--- config.mk ---
export PLATFORM = sky130hd
export DESIGN_NAME = ps2_keyboard_controller
export DESIGN_NICKNAME = d
export VERILOG_FILES = /design/src/design/ps2kc_pkg.sv /design/src/design/ps2_keyboard_controller.sv /design/src/design/ps2kc_core.sv
export SDC_FILE = /design/constraint.sdc
export NUM_CORES = 1
export LEC_CHECK = 0
export BUFFER_PORTS_ARGS = -buffer_cell sky130_fd_sc_hd__buf_2
export CORE_UTILIZATION = 67
export CTS_CLUSTER_DIAMETER = 80
export DETAILED_ROUTE_END_ITERATION = 12
export GPL_TIMING_DRIVEN = 1
export PLACE_DENSITY = 0.92
export SLEW_MARGIN = 20
export SYNTH_ARGS = -nofsm -noshare
export SYNTH_HDL_FRONTEND = slang
export SYNTH_HIERARCHICAL = 1
export SYNTH_SLANG_ARGS = --single-unit
--- constraint.sdc ---
create_clock -name clk -period 7.2 [get_ports clk]
set_clock_uncertainty 0.05 [all_clocks]
set_input_delay 0.36 -clock clk [delete_from_list [all_inputs] [get_ports clk]]
set_output_delay 0.36 -clock clk [all_outputs]
set_load 0.01 [all_outputs]
--- src/design/ps2kc_pkg.sv ---
`timescale 1ns / 1ps

package ps2kc_pkg;

    // host and device access kinds
    localparam logic [2:0] FUNC_READ_DATA   = 3'd0;
    localparam logic [2:0] FUNC_READ_STATUS = 3'd1;
    localparam logic [2:0] FUNC_WRITE_DATA  = 3'd2;
    localparam logic [2:0] FUNC_WRITE_CMD   = 3'd3;
    localparam logic [2:0] FUNC_DEVICE      = 3'd4;

    // data port routing mode
    localparam logic [1:0] MODE_KBD = 2'd0;
    localparam logic [1:0] MODE_MOU = 2'd1;
    localparam logic [1:0] MODE_COM = 2'd2;

    // command groups, selected by the top three bits of the command byte
    localparam logic [2:0] GRP_RAM_READ  = 3'd1;
    localparam logic [2:0] GRP_RAM_WRITE = 3'd3;
    localparam logic [2:0] GRP_PORT_LOW  = 3'd4;
    localparam logic [2:0] GRP_TEST      = 3'd5;
    localparam logic [2:0] GRP_PORT      = 3'd6;
    localparam logic [2:0] GRP_PULSE     = 3'd7;

    // individual commands
    localparam logic [7:0] CMD_NONE        = 8'h00;
    localparam logic [7:0] CMD_WRITE_CFG   = 8'h60;
    localparam logic [7:0] CMD_VERSION     = 8'hA1;
    localparam logic [7:0] CMD_PASS_TEST   = 8'hA4;
    localparam logic [7:0] CMD_PASS_ENTER  = 8'hA5;
    localparam logic [7:0] CMD_MOUSE_OFF   = 8'hA7;
    localparam logic [7:0] CMD_MOUSE_ON    = 8'hA8;
    localparam logic [7:0] CMD_MOUSE_TEST  = 8'hA9;
    localparam logic [7:0] CMD_SELF_TEST   = 8'hAA;
    localparam logic [7:0] CMD_KBD_TEST    = 8'hAB;
    localparam logic [7:0] CMD_KBD_OFF     = 8'hAD;
    localparam logic [7:0] CMD_KBD_ON      = 8'hAE;
    localparam logic [7:0] CMD_READ_INPORT = 8'hC0;
    localparam logic [7:0] CMD_POLL_LOW    = 8'hC1;
    localparam logic [7:0] CMD_POLL_HIGH   = 8'hC2;
    localparam logic [7:0] CMD_READ_OUTP   = 8'hD0;
    localparam logic [7:0] CMD_WRITE_OUTP  = 8'hD1;
    localparam logic [7:0] CMD_ECHO_KBD    = 8'hD2;
    localparam logic [7:0] CMD_ECHO_MOUSE  = 8'hD3;
    localparam logic [7:0] CMD_TO_MOUSE    = 8'hD4;
    localparam logic [7:0] CMD_TEST_INPUTS = 8'hE0;
    localparam logic [7:0] CMD_SOFT_RESET  = 8'hFF;

    // constant replies and reset values
    localparam logic [7:0] REPLY_VERSION   = 8'hFF;
    localparam logic [7:0] REPLY_PASS_NONE = 8'hF1;
    localparam logic [7:0] REPLY_SELF_OK   = 8'h55;
    localparam logic [7:0] REPLY_ZERO      = 8'h00;
    localparam logic [7:0] OUT_PORT_RESET  = 8'h02;

    typedef struct packed {
        logic       force_req;
        logic       from_mouse;
        logic [2:0] func;
        logic [7:0] value;
    } ps2kc_item_t;

    // packed so that read_data sits in the lowest bits
    typedef struct packed {
        logic       device_accepted;
        logic       xt_translate;
        logic [7:0] output_port;
        logic       reset_request;
        logic       irq_aux;
        logic       irq_kbd;
        logic [7:0] send_byte;
        logic       send_mouse;
        logic       send_kbd;
        logic       read_valid;
        logic [7:0] read_data;
    } ps2kc_result_t;

endpackage

--- src/design/ps2_keyboard_controller.sv ---
`timescale 1ns / 1ps

// host-side ps/2 keyboard controller, one access per transfer
// slave channel (s_*) carries one access: a data or status port read,
// a data or command port write, or a byte arriving from the keyboard or mouse
// master channel (m_*) returns exactly one result per access: the read byte,
// bytes forwarded to the devices, interrupt and reset pulses, the output
// port, the scan code translation flag and whether a device byte was taken
// the access is held in the access register and its result in the result
// register, which drives m_tvalid; throughput: one access per cycle while
// m_tready stays high; the access register feeds a single pass of decode
// and state update straight into the result register; a stalled master
// side (m_tready low) holds the result; one more access is taken into the
// access register, then s_tready drops until the result is transferred
// reset: status, output buffer and controller ram cleared, no command
// pending, keyboard mode, output port 0x02, input port and translation 0
// a refused device byte (device_accepted 0) must be offered again later

module ps2_keyboard_controller
    import ps2kc_pkg::*;
(
    input  logic        clk,
    input  logic        rst_n,
    input  logic        s_tvalid,
    output logic        s_tready,
    input  logic [7:0]  s_tdata,   // value
    input  logic [4:0]  s_tuser,   // func[2:0], from_mouse, force_req
    output logic        m_tvalid,
    input  logic        m_tready,
    // read_data[7:0], read_valid, send_kbd, send_mouse, send_byte[7:0],
    // irq_kbd, irq_aux, reset_request, output_port[7:0], xt_translate,
    // device_accepted
    output logic [31:0] m_tdata
);

    logic          in_valid_reg;
    ps2kc_item_t   in_item_reg;
    logic          out_valid_reg;
    ps2kc_result_t out_result_reg;
    ps2kc_result_t step_result;
    logic          advance;

    // the held access moves on whenever the result slot is free or draining
    assign advance  = in_valid_reg && (!out_valid_reg || m_tready);
    assign s_tready = !in_valid_reg || advance;

    always_ff @(posedge clk or negedge rst_n)
    begin
        if (!rst_n)
            in_valid_reg <= 1'b0;
        else if (s_tready)
            in_valid_reg <= s_tvalid;
    end

    always_ff @(posedge clk)
    begin
        if (s_tready && s_tvalid)
        begin
            in_item_reg.value      <= s_tdata;
            in_item_reg.func       <= s_tuser[2:0];
            in_item_reg.from_mouse <= s_tuser[3];
            in_item_reg.force_req  <= s_tuser[4];
        end
    end

    // controller state and per-access decode
    ps2kc_core u_core (
        .clk     (clk),
        .rst_n   (rst_n),
        .step_en (advance),
        .item    (in_item_reg),
        .result  (step_result)
    );

    always_ff @(posedge clk or negedge rst_n)
    begin
        if (!rst_n)
            out_valid_reg <= 1'b0;
        else if (advance)
            out_valid_reg <= 1'b1;
        else if (m_tready)
            out_valid_reg <= 1'b0;
    end

    always_ff @(posedge clk)
    begin
        if (advance)
            out_result_reg <= step_result;
    end

    assign m_tvalid = out_valid_reg;
    assign m_tdata  = out_result_reg;

endmodule

--- src/design/ps2kc_core.sv ---
`timescale 1ns / 1ps

module ps2kc_core
    import ps2kc_pkg::*;
(
    input  logic          clk,
    input  logic          rst_n,
    input  logic          step_en,
    input  ps2kc_item_t   item,
    output ps2kc_result_t result
);

    logic [7:0] status_reg, status_next;
    logic [7:0] obuf_reg, obuf_next;
    logic [7:0] pend_reg, pend_next;
    logic [1:0] mode_reg, mode_next;
    logic [7:0] outp_reg, outp_next;
    logic [7:0] inp_reg, inp_next;
    logic       xlat_reg, xlat_next;
    logic [7:0] ram_reg [32];

    logic       ram_we;
    logic [4:0] ram_waddr;
    logic [7:0] ram_wdata;
    logic [7:0] cfg_byte;
    logic [7:0] v;

    // status after a byte lands in the output buffer
    function automatic logic [7:0] obuf_status(input logic [7:0] s, input logic mouse);
        obuf_status = (s & 8'hDE) | 8'h01 | (mouse ? 8'h20 : 8'h00);
    endfunction

    assign cfg_byte = ram_reg[0];
    assign v        = item.value;

    always_comb
    begin
        status_next = status_reg;
        obuf_next   = obuf_reg;
        pend_next   = pend_reg;
        mode_next   = mode_reg;
        outp_next   = outp_reg;
        inp_next    = inp_reg;
        xlat_next   = xlat_reg;
        ram_we      = 1'b0;
        ram_waddr   = 5'd0;
        ram_wdata   = v;
        result      = '0;

        unique case (item.func)
            FUNC_READ_DATA:
            begin
                if (status_reg[0])
                begin
                    result.read_data  = obuf_reg;
                    result.read_valid = 1'b1;
                    status_next       = status_reg & 8'hFE;
                end
            end
            FUNC_READ_STATUS:
            begin
                result.read_data  = status_reg | 8'h10;
                result.read_valid = 1'b1;
                status_next       = status_reg & 8'hFD;
            end
            FUNC_WRITE_DATA:
            begin
                status_next = status_reg | 8'h0A;
                unique case (mode_reg)
                    MODE_MOU:
                    begin
                        result.send_mouse = 1'b1;
                        result.send_byte  = v;
                        mode_next         = MODE_KBD;
                    end
                    MODE_COM:
                    begin
                        if (pend_reg == CMD_WRITE_OUTP)
                        begin
                            outp_next            = v;
                            result.reset_request = ~v[0];
                        end
                        else if (pend_reg == CMD_ECHO_KBD)
                        begin
                            obuf_next   = v;
                            status_next = obuf_status(status_reg | 8'h0A, 1'b0);
                        end
                        else if (pend_reg == CMD_ECHO_MOUSE)
                        begin
                            obuf_next   = v;
                            status_next = obuf_status(status_reg | 8'h0A, 1'b1);
                        end
                        else if (pend_reg[7:5] == GRP_RAM_WRITE)
                        begin
                            if (pend_reg == CMD_WRITE_CFG)
                            begin
                                status_next = ((status_reg | 8'h0A) & 8'hFB) | (v & 8'h04);
                                xlat_next   = v[6];
                            end
                            ram_we    = 1'b1;
                            ram_waddr = pend_reg[4:0];
                        end
                        // password mode stays until a zero byte
                        if (!(pend_reg == CMD_PASS_ENTER && v != 8'h00))
                        begin
                            pend_next = CMD_NONE;
                            mode_next = MODE_KBD;
                        end
                    end
                    default:
                    begin
                        result.send_kbd  = 1'b1;
                        result.send_byte = v;
                    end
                endcase
            end
            FUNC_WRITE_CMD:
            begin
                status_next = (status_reg & 8'hF7) | 8'h02;
                unique case (v[7:5])
                    GRP_RAM_READ:
                    begin
                        obuf_next   = ram_reg[v[4:0]];
                        status_next = obuf_status((status_reg & 8'hF7) | 8'h02, 1'b0);
                    end
                    GRP_RAM_WRITE:
                    begin
                        pend_next = v;
                        mode_next = MODE_COM;
                    end
                    GRP_PORT_LOW:
                    begin
                        if (v[4])
                            outp_next = {outp_reg[7:4], v[3:0]};
                    end
                    GRP_TEST:
                    begin
                        unique case (v)
                            CMD_VERSION:
                            begin
                                obuf_next   = REPLY_VERSION;
                                status_next = obuf_status((status_reg & 8'hF7) | 8'h02, 1'b0);
                            end
                            CMD_PASS_TEST:
                            begin
                                obuf_next   = REPLY_PASS_NONE;
                                status_next = obuf_status((status_reg & 8'hF7) | 8'h02, 1'b0);
                            end
                            CMD_PASS_ENTER:
                            begin
                                pend_next = v;
                                mode_next = MODE_COM;
                            end
                            CMD_MOUSE_OFF:
                            begin
                                ram_we    = 1'b1;
                                ram_wdata = cfg_byte | 8'h20;
                            end
                            CMD_MOUSE_ON:
                            begin
                                ram_we    = 1'b1;
                                ram_wdata = cfg_byte & 8'hDF;
                            end
                            CMD_MOUSE_TEST, CMD_KBD_TEST:
                            begin
                                obuf_next   = REPLY_ZERO;
                                status_next = obuf_status((status_reg & 8'hF7) | 8'h02, 1'b0);
                            end
                            CMD_SELF_TEST:
                            begin
                                obuf_next   = REPLY_SELF_OK;
                                status_next = obuf_status((status_reg & 8'hF7) | 8'h02, 1'b0);
                            end
                            CMD_KBD_OFF:
                            begin
                                ram_we    = 1'b1;
                                ram_wdata = cfg_byte | 8'h10;
                                inp_next  = inp_reg & 8'h7F;
                            end
                            CMD_KBD_ON:
                            begin
                                ram_we    = 1'b1;
                                ram_wdata = cfg_byte & 8'hEF;
                                inp_next  = inp_reg | 8'h80;
                            end
                            default:
                            begin
                            end
                        endcase
                    end
                    GRP_PORT:
                    begin
                        unique case (v)
                            CMD_READ_INPORT:
                            begin
                                inp_next    = inp_reg | 8'h20;
                                obuf_next   = inp_reg | 8'h20;
                                status_next = obuf_status((status_reg & 8'hF7) | 8'h02, 1'b0);
                            end
                            CMD_POLL_LOW:
                                status_next = {inp_reg[3:0], status_reg[3] & 1'b0,
                                               status_reg[2], 1'b1, status_reg[0]};
                            CMD_POLL_HIGH:
                                status_next = {inp_reg[7:4], status_reg[3] & 1'b0,
                                               status_reg[2], 1'b1, status_reg[0]};
                            CMD_READ_OUTP:
                            begin
                                obuf_next   = outp_reg;
                                status_next = obuf_status((status_reg & 8'hF7) | 8'h02, 1'b0);
                            end
                            CMD_WRITE_OUTP, CMD_ECHO_KBD, CMD_ECHO_MOUSE:
                            begin
                                pend_next = v;
                                mode_next = MODE_COM;
                            end
                            CMD_TO_MOUSE:
                                mode_next = MODE_MOU;
                            default:
                            begin
                            end
                        endcase
                    end
                    GRP_PULSE:
                    begin
                        if (v == CMD_SOFT_RESET)
                        begin
                            pend_next   = CMD_NONE;
                            obuf_next   = REPLY_ZERO;
                            outp_next   = OUT_PORT_RESET;
                            status_next = ((status_reg & 8'hF7) | 8'h02) & 8'hFC;
                            ram_we      = 1'b1;
                            ram_wdata   = 8'h00;
                            mode_next   = MODE_KBD;
                        end
                        else if (v[4])
                            result.reset_request = ~v[0];
                        else if (v == CMD_TEST_INPUTS)
                        begin
                            obuf_next   = REPLY_ZERO;
                            status_next = obuf_status((status_reg & 8'hF7) | 8'h02, 1'b0);
                        end
                    end
                    default:
                    begin
                    end
                endcase
            end
            FUNC_DEVICE:
            begin
                // a device whose clock is disabled keeps its byte unless forced
                if (item.force_req || !(item.from_mouse ? cfg_byte[5] : cfg_byte[4]))
                begin
                    result.device_accepted = 1'b1;
                    obuf_next              = v;
                    status_next            = obuf_status(status_reg, item.from_mouse);
                    result.irq_aux         = item.from_mouse & cfg_byte[1];
                    result.irq_kbd         = ~item.from_mouse;
                end
            end
            default:
            begin
            end
        endcase

        result.output_port  = outp_next;
        result.xt_translate = xlat_next;
    end

    always_ff @(posedge clk or negedge rst_n)
    begin
        if (!rst_n)
        begin
            status_reg <= 8'h00;
            obuf_reg   <= 8'h00;
            pend_reg   <= CMD_NONE;
            mode_reg   <= MODE_KBD;
            outp_reg   <= OUT_PORT_RESET;
            inp_reg    <= 8'h00;
            xlat_reg   <= 1'b0;
            for (int i = 0; i < 32; i++)
                ram_reg[i] <= 8'h00;
        end
        else if (step_en)
        begin
            status_reg <= status_next;
            obuf_reg   <= obuf_next;
            pend_reg   <= pend_next;
            mode_reg   <= mode_next;
            outp_reg   <= outp_next;
            inp_reg    <= inp_next;
            xlat_reg   <= xlat_next;
            if (ram_we)
                ram_reg[ram_waddr] <= ram_wdata;
        end
    end

endmodule

# After elaboration in Yosys (flattened, before gate mapping)
# Index checks and enable logic that the tools add are counted.
# op_classes
n_lt_le_gt_ge,3
n_eq_ne,75
mux,96
n_bitwise,13
n_reduce_logical,39
# op_table
operator,n
$bwmux W256,1
$mux W8,30
$eq A8 B8 Y1 const B,24
$pmux W8 S4,5
$pmux W8 S2,7
$pmux W8 S3,2
$bmux W8 S5,1
$demux W8 S5,1
$pmux W8 S5,1
$ne A3 B3 Y1 const B,11
$mux W5,6
$reduce_and A15 Y1,2
$mux W1,25
$mux W6,4
$ne A2 B2 Y1 const B,10
$pmux W9 S2,1
$reduce_and A17 Y1,1
$reduce_and A8 Y1,2
$eq A3 B3 Y1 const B,5
$reduce_and A5 Y1,3
$eq A3 B2 Y1 const B,4
$ge A6 B6 Y1 const B,2
$not A5 Y6,2
$pmux W2 S2,3
40 further kinds,73
# word_totals
regBits,340
inputBits,17
out_inout_bits,34

# Depth between registers and ports, before layout
# Gate-level depths: netlist (run 1).
# logic_depth
word_depth,13
ltp_mapped,12
ltp_nobuf,8

# Cells and area by module
# Netlist (run 1), hierarchy kept.
# by_module_without_submodules
module,n_inst,cells_per_inst,area_per_inst_um2,seq_area_each_um2
ps2kc_core,1,1454,14295.0,7283.2
ps2_keyboard_controller,1,53,1455.1,1401.3

# Least setup slack after synthesis (run 1)
# OpenSTA, ideal clock, no wires.
# synth_path
path_type,register -> register
start,register out_valid_reg (netlist: m_tvalid)
end,register u_core/ram_reg[213] in the netlist's numbering
setup_ns,0.133
t_arrival_ns,3.200
setup_slack_ns,3.817
path_stages_with_launch,11
n_path_buf,2
period_less_slack_ns,3.383
cell_sequence,dfrtp_1 nand2b_1 and2_1 clkbuf_1 inv_1 or4_4 nor3b_4 nand2_1 buf_2 nand2_1 o21ai_0
# synth_between
elab_chain_len,4
# synth_lines
item,line,text
start: declaration,ps2_keyboard_controller.sv:38,logic out_valid_reg;
start signal: assignment,ps2_keyboard_controller.sv:78,out_valid_reg <= 1'b0;
start signal: assignment,ps2_keyboard_controller.sv:80,out_valid_reg <= 1'b1;
start signal: assignment,ps2_keyboard_controller.sv:82,out_valid_reg <= 1'b0;
$logic_not A1 Y1,ps2_keyboard_controller.sv:44,assign advance = in_valid_reg && (!out_valid_reg || m_tready);
$logic_or A1 B1 Y1,ps2_keyboard_controller.sv:44,
$logic_and A1 B1 Y1,ps2_keyboard_controller.sv:44,
named net advance,ps2_keyboard_controller.sv:41,logic advance;
$reduce_and A2 Y1 (no source line),n/a,
end signal: indexed assignment,ps2kc_core.sv:293,ram_reg[ram_waddr] <= ram_wdata;
end: declaration,ps2kc_core.sv:20,logic [7:0] ram_reg [32];
# The timed path passes the listed nets, and every way through them passes these cells.
# A chain may end at the register's enable or synchronous reset.

# Final worst setup path (run 1)
# layout_path
start,register out_valid_reg (netlist: m_tvalid)
end,register u_core/ram_reg[177] in the netlist's numbering
# Same word-level chain as after synthesis.

==> impl_metrics.csv, run 1 <==
group,metric,value,unit
outcome,outcome,"complete, no violations",
critical_path,path_buf_inv,2,
placement,hpwl,26700,um
yosys,yosys_warnings,6,
floorplan,coreArea,0.0228,mm^2
route,first_pass_iters,7,
global_routing,grtUsageTotal,0.370,
yosys,synth-main-ff-cell,"dfrtp_1",
floorplan,rows,55,
layout,area_growth,9.60,%
yosys,syn_nets,1526,
global_routing,grt_pass1_wl,67500,um
layout,layout.cell_area.non_filler,0.0173,mm^2
clocking,cts_setup_buffers,0,
sta,slew_headroom,0.257,
critical_path,crit_path_max_incr_delay,0.66,ns
sta,rsz0062_at_grt,"no",
floorplan,dieArea,0.0241,mm^2
placement,portBuffers,50,
global_routing,overflow,0,
yosys,ys_types,75,
critical_path,cp.arrival,4.04,ns
yosys,netlist_area,0.0158,mm^2
sta,fmax,267,MHz
clocking,root_buffer,"clkbuf_16",
sta,fin_hold_ws,0.0163,ns
critical_path,worst_path_most_repeated_cell,"nand2_1",
layout,diodes,0,
yosys,yosys.cell_count.top_type,"nand2_1",
yosys,synth_area_leader_cell,"dfrtp_1",
route,drt_iter0_markers,1656,
clocking,cts_resized,0,
route,wl,42700,um
critical_path,crit_chain,"nand2b_1, and2_2, buf_4, inv_1, or4_4, nor3b_4, nand2_1, nand2_1, o21ai_0",
critical_path,critPathCaptureType,"flip-flop",
placement,globalplace.congestion,0.968,
yosys,syn_area_per_cell,10.5,um^2
yosys,synthTopCellsByCount,"nand2_1 (325), dfrtp_1 (292), o21ai_0 (265)",
min_path,hold_path_class,"primary input to flip-flop",
sta,tns,0,ns
route,wl_per_cell,23.2,um
yosys,synth_cells,1507,
clocking,clock-sinks,338,
floorplan,start_util,0.689,
layout,fin_util,0.756,
sta,period_share,0.521,
route,vias_per_cell,6.80,
layout,largest_reg_flops,248,
yosys,synth-edff-count,45,
clocking,cts_buffer_depth,3,
pwr,power_density,244,mW/mm^2
layout,finalNetCount,1522,
global_routing,grt_pass1_vias,12300,
yosys,synth-seq-cells,338,
critical_path,path_delay_family,"simple AND/OR/NAND/NOR gates",
global_routing,grt_antenna_before_repair,0,
route,vias,12500,
global_routing,grt_start_max_net_pins,182,
sta,fin_crit,3.75,ns
clocking,clock_latency,0.53,ns
yosys,yosys.area.top_type_share,0.464,
sta,slew_viol_final,0,
yosys,yosysSeqAreaShare,0.551,
clocking,htree_levels,2,
sta,hold_viol,0,
critical_path,worstSetupPathType,"flip-flop to flip-flop",
placement,place_area,0.0160,mm^2
clocking,cts_tree,"done",
route,route.detailed.drc,0,
critical_path,critPathMaxFanout,49,
pwr,vdd_drop_max,0.265,mV
sta,tightest_slew,1.11,ns
pwr,p_leak,7.43,nW
pwr,p_total,4.21,mW
floorplan,ios,51,
clocking,cts_buffers,35,
critical_path,start_kind,"flip-flop",
floorplan,die_h,155,um
layout,drive_above_1_share,0.132,
critical_path,r2r_slack,3.45,ns
run,cap_violations,0,
sta,finalSetupViolCount,0,
route,antenna_left,0,
yosys,synthArstFlopShare,0.867,
critical_path,crit_slowest_cell,"or4_4",
yosys,yosys-top-cells-area,"dfrtp_1 (46%), edfxtp_1 (8.6%), o21ai_0 (8.4%)",
clocking,cts.clk_slew.worst_paths,0.06,ns
critical_path,required,7.49,ns
floorplan,die_w,155,um
[layer usage]
layer  routed length [um]  track usage  vias up
met5                    0            0        -
met4                 2520        0.210        0
li1                     -            -     5368
met1                15600        0.475     6089
met2                20000        0.584      842
met3                 4550       0.0891      200
[cells in the final DEF, fill, tap and decap left out, drive strengths merged, types with 10 or more instances in the layout]
cell           n
nand2        325
edfxtp        45
o21ai        272
buf           64
inv           25
a31oi         17
and3          12
mux4          47
nand3         12
nor3          32
a22oi         13
a22o          10
nand2b        12
a21oi         25
clkbuf        54
mux2i         52
nor2          46
dfrtp        292
mux2          18
o22ai         13
dlygate4sd3   13
[what timing repair did]
action | in CTS | in global routing
endpoints found under the hold margin | 123 | 0
hold buffers | 13 | 0
setup endpoints to repair | 0 | 0
[stage by stage]
step,instances,worst slack [ns]
3_3_place_gp,1766,3.65
3_5_place_dp,1766,3.53
6_report,1838,3.45
5_1_grt,1838,3.29
2_1_floorplan,1507,3.82
4_1_cts,1838,3.48
[path summary, 6_finish.rpt]
path / end / depth (start not counted) / startpoint
min in group asynchronous: u_core/ram_reg[125] / 2 / rst_n
setup reg to reg: u_core/ram_reg[177] / 9 / m_tvalid
hold reg to reg: u_core/inp_reg[5] / 1 / u_core/inp_reg[5]
setup / recovery: u_core/ram_reg[177] / 9 / m_tvalid
max in group asynchronous: u_core/ram_reg[133] / 3 / rst_n
hold / removal: in_item_reg[2] / 1 / s_tdata[2]
[cell type report]
type                       count  area [um^2]
timing repair buffer          77          508
multi-input combinational   1026         6490
clock buffer                  54         1020
inverter                      25         93.8
tap                          313          392
clock inverter                 5         77.6
fill                        1468         5590
sequential                   338         8680
[report_power, final]
part           switching (mW)  leakage (nW)  internal [mW]
clock network           0.718         0.530           1.04
logic                   0.245          2.46          0.123
registers              0.0698          4.44           2.01
total                    1.03          7.43           3.18
[worst register-to-register path, stage by stage, from the launching register on]
cell	delay, ns
dfrtp_1	0.43
nand2b_1	0.11
and2_2	0.14
buf_4	0.46
inv_1	0.28
or4_4	0.66
nor3b_4	0.57
nand2_1	0.47
nand2_1	0.24
o21ai_0	0.15
[logic make-up (layout without fill, tap and decap cells)]
logic type,after synthesis,in the layout,synth area share
mux,117,117,0.113
flops,338,338,0.551
fa+ha+maj,3,3,0.00222
compound gates,403,403,0.149
buf+inv,143,161,0.0382
simple gates,500,500,0.145
xor+xnor,3,3,0.00167
Note: power is estimated with default switching activity, not from simulation.
==> run 2, diff against run 1 <==
Settings changed: ABC_AREA set to 1, CORE_UTILIZATION 67 to 57, PLACE_DENSITY 0.92 to 0.84.
Clock period 7.2 ns to 3.2 ns, I/O delays scaled along.
==> run 2 against run 1 <==
  * Routed wire length rose by 28%
  * Register-to-register slack got worse by 3.3 ns
  * Global-route usage fell by 1.3 points
  * Via count rose by 32%
  * Sequential share of layout area fell by 5.9 points
  * Sequential power rose by 120%
  * Synthesized area rose by 11%
  * Clock power rose by 130%
  * Non-clock buffer count rose by 36
  * Largest cell class unchanged
  * Largest power group unchanged
==> impl_metrics.csv, run 2 <==
group,metric,value,unit
global_routing,grtUsageTotal,0.357,
sta,rsz0062_at_grt,"no",
critical_path,critPathMaxFanout,12,
yosys,synth_cells,2405,
global_routing,grt_start_max_net_pins,139,
floorplan,rows,63,
sta,tns,0,ns
critical_path,crit_chain,"inv_2, nand2_1, nor2_1, o21ai_1, nand2_2, o21ai_4, nand2_4, nand2_2, nor2_1, nand2_1, nand2_1",
yosys,synthTopCellsByCount,"nand2_1 (1415), dfrtp_1 (292), nor2_1 (157)",
yosys,yosys.area_share.simple,0.417,
critical_path,crit_slowest_cell,"nor2_1",
yosys,yosys.cell_count.top_type,"nand2_1",
critical_path,worst_path_most_repeated_cell,"nand2_1",
floorplan,die_w,177,um
critical_path,r2r_slack,0.16,ns
yosys,synth-seq-cells,338,
yosys,netlist_area,0.0175,mm^2
yosys,yosys_warnings,6,
yosys,yosys.area.top_type_share,0.418,
pwr,power.share.clock,0.430,
layout,final_cell_mix,"nand2_1 (1415), dfrtp_1 (292), nor2_1 (155)",
route,vias_per_cell,5.73,
run,cap_violations,0,
yosys,synthMuxAreaShare,0.000573,
layout,drive_above_1_share,0.0972,
pwr,p_seq_frac,0.481,
route,route.detailed.drc,0,
global_routing,grt_antenna_before_repair,0,
layout,final_cells,2889,
clocking,root_buffer,"clkbuf_16",
yosys,synth_compound_area_frac,0.0344,
clocking,htree_levels,2,
route,wl_per_cell,18.9,um
floorplan,start_util,0.585,
route,antenna_left,0,
yosys,synthAdderAreaFrac,0.00143,
sta,hold_viol,0,
pwr,intPower,7.03,mW
sta,period_share,0.951,
sta,fin_hold_ws,0.0855,ns
clocking,cts.clk_slew.worst_paths,0.06,ns
sta,tightest_slew,0.801,ns
outcome,outcome,"complete, no violations",
layout,largest_reg_flops,248,
layout,final_common_cell,"nand2_1",
clocking,cts_buffers,37,
critical_path,required,3.62,ns
route,wl,54600,um
pwr,swShare,0.257,
layout,area_growth,12.0,%
placement,globalplace.congestion,1.01,
layout,diodes,0,
route,first_pass_iters,6,
yosys,syn_nets,2424,
pwr,vdd_drop_max,0.406,mV
yosys,syn_area_per_cell,7.26,um^2
critical_path,crit_path_start,"in_item_reg[0]",
route,vias,16600,
layout,finalNetCount,2491,
clocking,clock-sinks,338,
placement,portBuffers,50,
yosys,ys_types,44,
yosys,synth_area_leader_cell,"dfrtp_1",
global_routing,overflow,0,
global_routing,grt_pass1_vias,15800,
yosys,synth-edff-count,45,
pwr,switching_power,2.43,mW
critical_path,worstSetupPathType,"flip-flop to flip-flop",
critical_path,cp_num_cells,11,
critical_path,endpoint,"u_core/ram_reg[224]",
placement,placed_cells,2806,
yosys,synth_top_family_by_area,"simple AND/OR/NAND/NOR gates",
floorplan,coreArea,0.0299,mm^2
yosys,yosysSeqAreaShare,0.497,
pwr,p_leak,10.5,nW
route,drt_iter0_markers,2277,
sta,fin_crit,3.04,ns
layout,nFillCells,2497,
global_routing,grt_pass1_wl,85800,um
sta,slew_headroom,0.466,
yosys,synth_xor_area_frac,0,
critical_path,path_buf_inv,1,
yosys,yosys-top-cells-area,"dfrtp_1 (42%), nand2_1 (30%), edfxtp_1 (7.7%)",
yosys,synthArstFlopShare,0.867,
placement,hpwl,36500,um
critical_path,crit_path_max_incr_delay,0.57,ns
clocking,clock_latency,0.54,ns
floorplan,die_h,177,um
placement,pre_cts_ws,0.340,ns
critical_path,cp.arrival,3.46,ns
sta,finalSetupViolCount,0,
sta,fmax,329,MHz
clocking,cts_tree,"done",
critical_path,reg2reg_from,"in_item_reg[0]",
floorplan,dieArea,0.0314,mm^2
pwr,power_density,483,mW/mm^2
yosys,synth-main-ff-cell,"dfrtp_1",
critical_path,path_delay_family,"simple AND/OR/NAND/NOR gates",
pwr,combinationalPowerShare,0.089,
floorplan,ios,51,
critical_path,r2r-end,"u_core/ram_reg[224]",
sta,fin_ws,0.157,ns
min_path,hold_path_class,"primary input to asynchronous set/reset pin",
pwr,p_total,9.46,mW
clocking,cts_buffer_depth,3,
critical_path,reg2regPathDepth,11,
critical_path,critPathCaptureType,"flip-flop",
critical_path,start_kind,"flip-flop",
sta,slew_viol_final,0,
[run 2: cell count changes in the layout (fill, tap and decap cells not counted), sizes merged, moves of 14 or more]
cell and delta:
nand2 +1097, o21ai -222, nor2 +128, nand3 +106, inv +89, mux2i -51, mux4 -47, buf +32
nand4 +19, nor3 -19, mux2 -18, a31oi -14
[run 2: area by class of cell]
type / instances / area [um^2] / share of cell area
Sequential cell: 338 / 8680 / 0.444
Multi-Input combinational cell: 1864 / 7940 / 0.406
Clock buffer: 59 / 1100 / 0.0562
Timing Repair Buffer: 113 / 863 / 0.0441
Tap cell: 390 / 488 / 0.0249
Inverter: 118 / 445 / 0.0228
Clock inverter: 7 / 43.8 / 0.00224
[run 2: layer usage]
metal,up-vias,global-route usage,wire [um]
met1,7721,0.481,21400
met4,0,0.199,3040
li1,7596,-,-
met2,1024,0.540,24100
met3,219,0.0739,6030
met5,-,0,0
[run 2: how the worst min path moves through the flow]
stage | slack (ns) | end | depth (start not counted)
floorplan | -0.19 | in_valid_reg | 0
global placement | 0.04 | u_core/ram_reg[132] | 1
detailed placement | 0.05 | u_core/ram_reg[133] | 1
CTS | 0.09 | u_core/ram_reg[133] | 2
global route | 0.12 | u_core/ram_reg[187] | 2
finish | 0.09 | u_core/ram_reg[132] | 2
[run 2: cells by family (layout without fill, tap and decap cells)]
logic type | after synthesis | after routing
flip-flops | 338 | 338
AO/OA/AOI/OAI | 106 | 106
AND/OR/NAND/NOR | 1755 | 1755
buffers and inverters | 203 | 297
multiplexers | 1 | 1
adder cells (fa/ha/maj) | 2 | 2
[run 2: timing repair]
item	CTS	global route
hold buffers	17	0
setup buffers	0	0
hold endpoints to repair	65	0
gates resized for setup	0	0
[run 2: per-stage QoR]
step | instance area [um^2] | util
floorplan | 17500 | -
global placement | 18300 | 0.611
CTS | 19600 | 0.655
detailed placement | 18300 | 0.611
finish | 19600 | 0.655
global route | 19600 | 0.655
[run 2: power groups by stage]
stage | Sequential (mW) | Combinational (mW) | Clock [mW]
after floorplan | 4.62 | 0.427 | 0
after global placement | 4.62 | 0.788 | 0
after detailed placement | 4.63 | 0.796 | 0
after CTS | 4.55 | 0.817 | 4.08
after global routing | 4.56 | 0.901 | 4.24
final | 4.55 | 0.839 | 4.07
==> run 3, diff against run 2 <==
Settings changed: CORE_UTILIZATION 57 to 63, PLACE_DENSITY 0.84 to 0.87.
Clock period 3.2 ns to 3.02 ns, I/O delays scaled along.
==> run 3 against run 2 <==
  * Combinational power is 9.7% higher
  * Routed wire length rose by 6.5%
  * Via count increased by 1.9%
  * Non-clock buffer count increased by 23
  * Maximum frequency up 5.0%
==> impl_metrics.csv, run 3 (synthesis gave the netlist of run 2 again) <==
group,metric,value,unit
sta,rsz0062_at_grt,"no",
route,wl_per_cell,20.1,um
sta,finalSetupViolCount,0,
clocking,cts.clk_slew.worst_paths,0.06,ns
floorplan,dieArea,0.0284,mm^2
critical_path,cp.arrival,3.28,ns
clocking,cts_resized,0,
layout,multi_input_area,0.00795,mm^2
floorplan,rows,60,
placement,hpwl,39300,um
clocking,holdBufCountCts,17,
global_routing,overflow,0,
floorplan,die_h,169,um
global_routing,grt_pass1_vias,16400,
sta,fmax,345,MHz
run,cap_violations,0,
pwr,p_leak,10.7,nW
critical_path,r2r-end,"u_core/obuf_reg[6]",
critical_path,r2r_slack,0.12,ns
layout,largest_reg_flops,248,
critical_path,worstSetupPathType,"flip-flop to flip-flop",
floorplan,start_util,0.645,
layout,finalNetCount,2514,
critical_path,critPathMaxFanout,52,
clocking,cts_setup_buffers,0,
sta,fin_crit,2.90,ns
global_routing,grt_pass1_wl,90700,um
min_path,hold_path_class,"primary input to asynchronous set/reset pin",
clocking,clock_latency,0.55,ns
global_routing,grt_start_max_net_pins,87,
route,vias,16900,
placement,portBuffers,50,
sta,period_share,0.959,
global_routing,grt_antenna_before_repair,1,
route,antenna_left,0,
placement,globalplace.congestion,1.02,
route,vias_per_cell,5.83,
sta,slew_headroom,0.465,
outcome,outcome,"complete, no violations",
route,drt_iter0_markers,2080,
critical_path,critPathCaptureType,"flip-flop",
layout,final_cell_mix,"nand2_1 (1415), dfrtp_1 (292), nor2_1 (155)",
sta,slew_viol_final,0,
floorplan,coreArea,0.0271,mm^2
clocking,clock-sinks,338,
pwr,vdd_drop_max,0.446,mV
sta,hold_viol,0,
sta,tns,0,ns
clocking,cts_tree,"done",
route,first_pass_iters,6,
clocking,root_buffer,"clkbuf_16",
clocking,cts_buffer_depth,3,
route,route.detailed.drc,0,
critical_path,reg2reg_from,"in_item_reg[0]",
layout,fin_util,0.732,
layout,final_common_cell,"nand2_1",
layout,final-seq-area,0.00868,mm^2
clocking,cts_buffers,37,
critical_path,required,3.41,ns
route,wl,58100,um
global_routing,grtUsageTotal,0.421,
floorplan,ios,51,
floorplan,die_w,169,um
layout,area_growth,13.6,%
pwr,power_density,525,mW/mm^2
sta,tightest_slew,0.802,ns
layout,drive_above_1_share,0.109,
clocking,htree_levels,2,
critical_path,reg2regPathDepth,11,
layout,nFillCells,2088,
critical_path,start_kind,"flip-flop",
==> run 3: cell type report <==
cell class | instances | area share
inverter | 118 | 0.0225
timing repair buffer | 136 | 0.0516
tap | 372 | 0.0235
multi-input combinational | 1864 | 0.400
clock buffer | 56 | 0.0595
sequential | 338 | 0.438
clock inverter | 10 | 0.00467
antenna | 1 | 0.000126
==> run 3: how the worst max path moves through the flow <==
| stage | startpoint | to | slack (ns) | cells after the start |
|---|---|---|---|---|
| after floorplan | m_tvalid | u_core/pend_reg[0] | 0.03 | 9 |
| after global placement | in_item_reg[0] | u_core/obuf_reg[7] | 0.09 | 13 |
| after detailed placement | in_item_reg[0] | u_core/obuf_reg[7] | 0.11 | 13 |
| after CTS | in_item_reg[0] | u_core/obuf_reg[7] | 0.03 | 13 |
| after global routing | in_item_reg[0] | u_core/obuf_reg[6] | 0.04 | 11 |
| final | in_item_reg[0] | u_core/obuf_reg[6] | 0.12 | 11 |
==> run 3: report_power, final <==
part,internal [mW],switching [mW]
Sequential,4.74,0.111
Clock,2.72,1.92
Combinational,0.223,0.697
==> run 3: layer usage <==
layer,GRT usage,wire length (um)
met5,0,0
met4,0.206,2880
met3,0.105,6720
met2,0.663,26300
met1,0.548,22200
==> run 3: critical path, cell delays in order (launching register included) <==
cell      delay (ns)
edfxtp_1        0.63
buf_4           0.69
nor2_2          0.10
buf_4           0.28
nand2_1         0.11
nand4_1         0.17
a21oi_1         0.31
nand3_1         0.13
nand3_1         0.15
nand2_1         0.07
nand2_1         0.06
nand2_1         0.05
==> run 3: per-stage QoR <==
stage          hold slack, ns  total power, mW  instances  area (um^2)  setup WS [ns]
2_1_floorplan          -0.195             5.35       2405        17500         0.0334
3_3_place_gp           0.0993             5.80       2811        18400         0.0889
3_5_place_dp            0.104             5.80       2811        18400          0.106
4_1_cts                 0.135             10.4       2894        19800         0.0338
5_1_grt                 0.170             10.7       2894        19800         0.0354
6_report                0.119             10.4       2895        19800          0.123
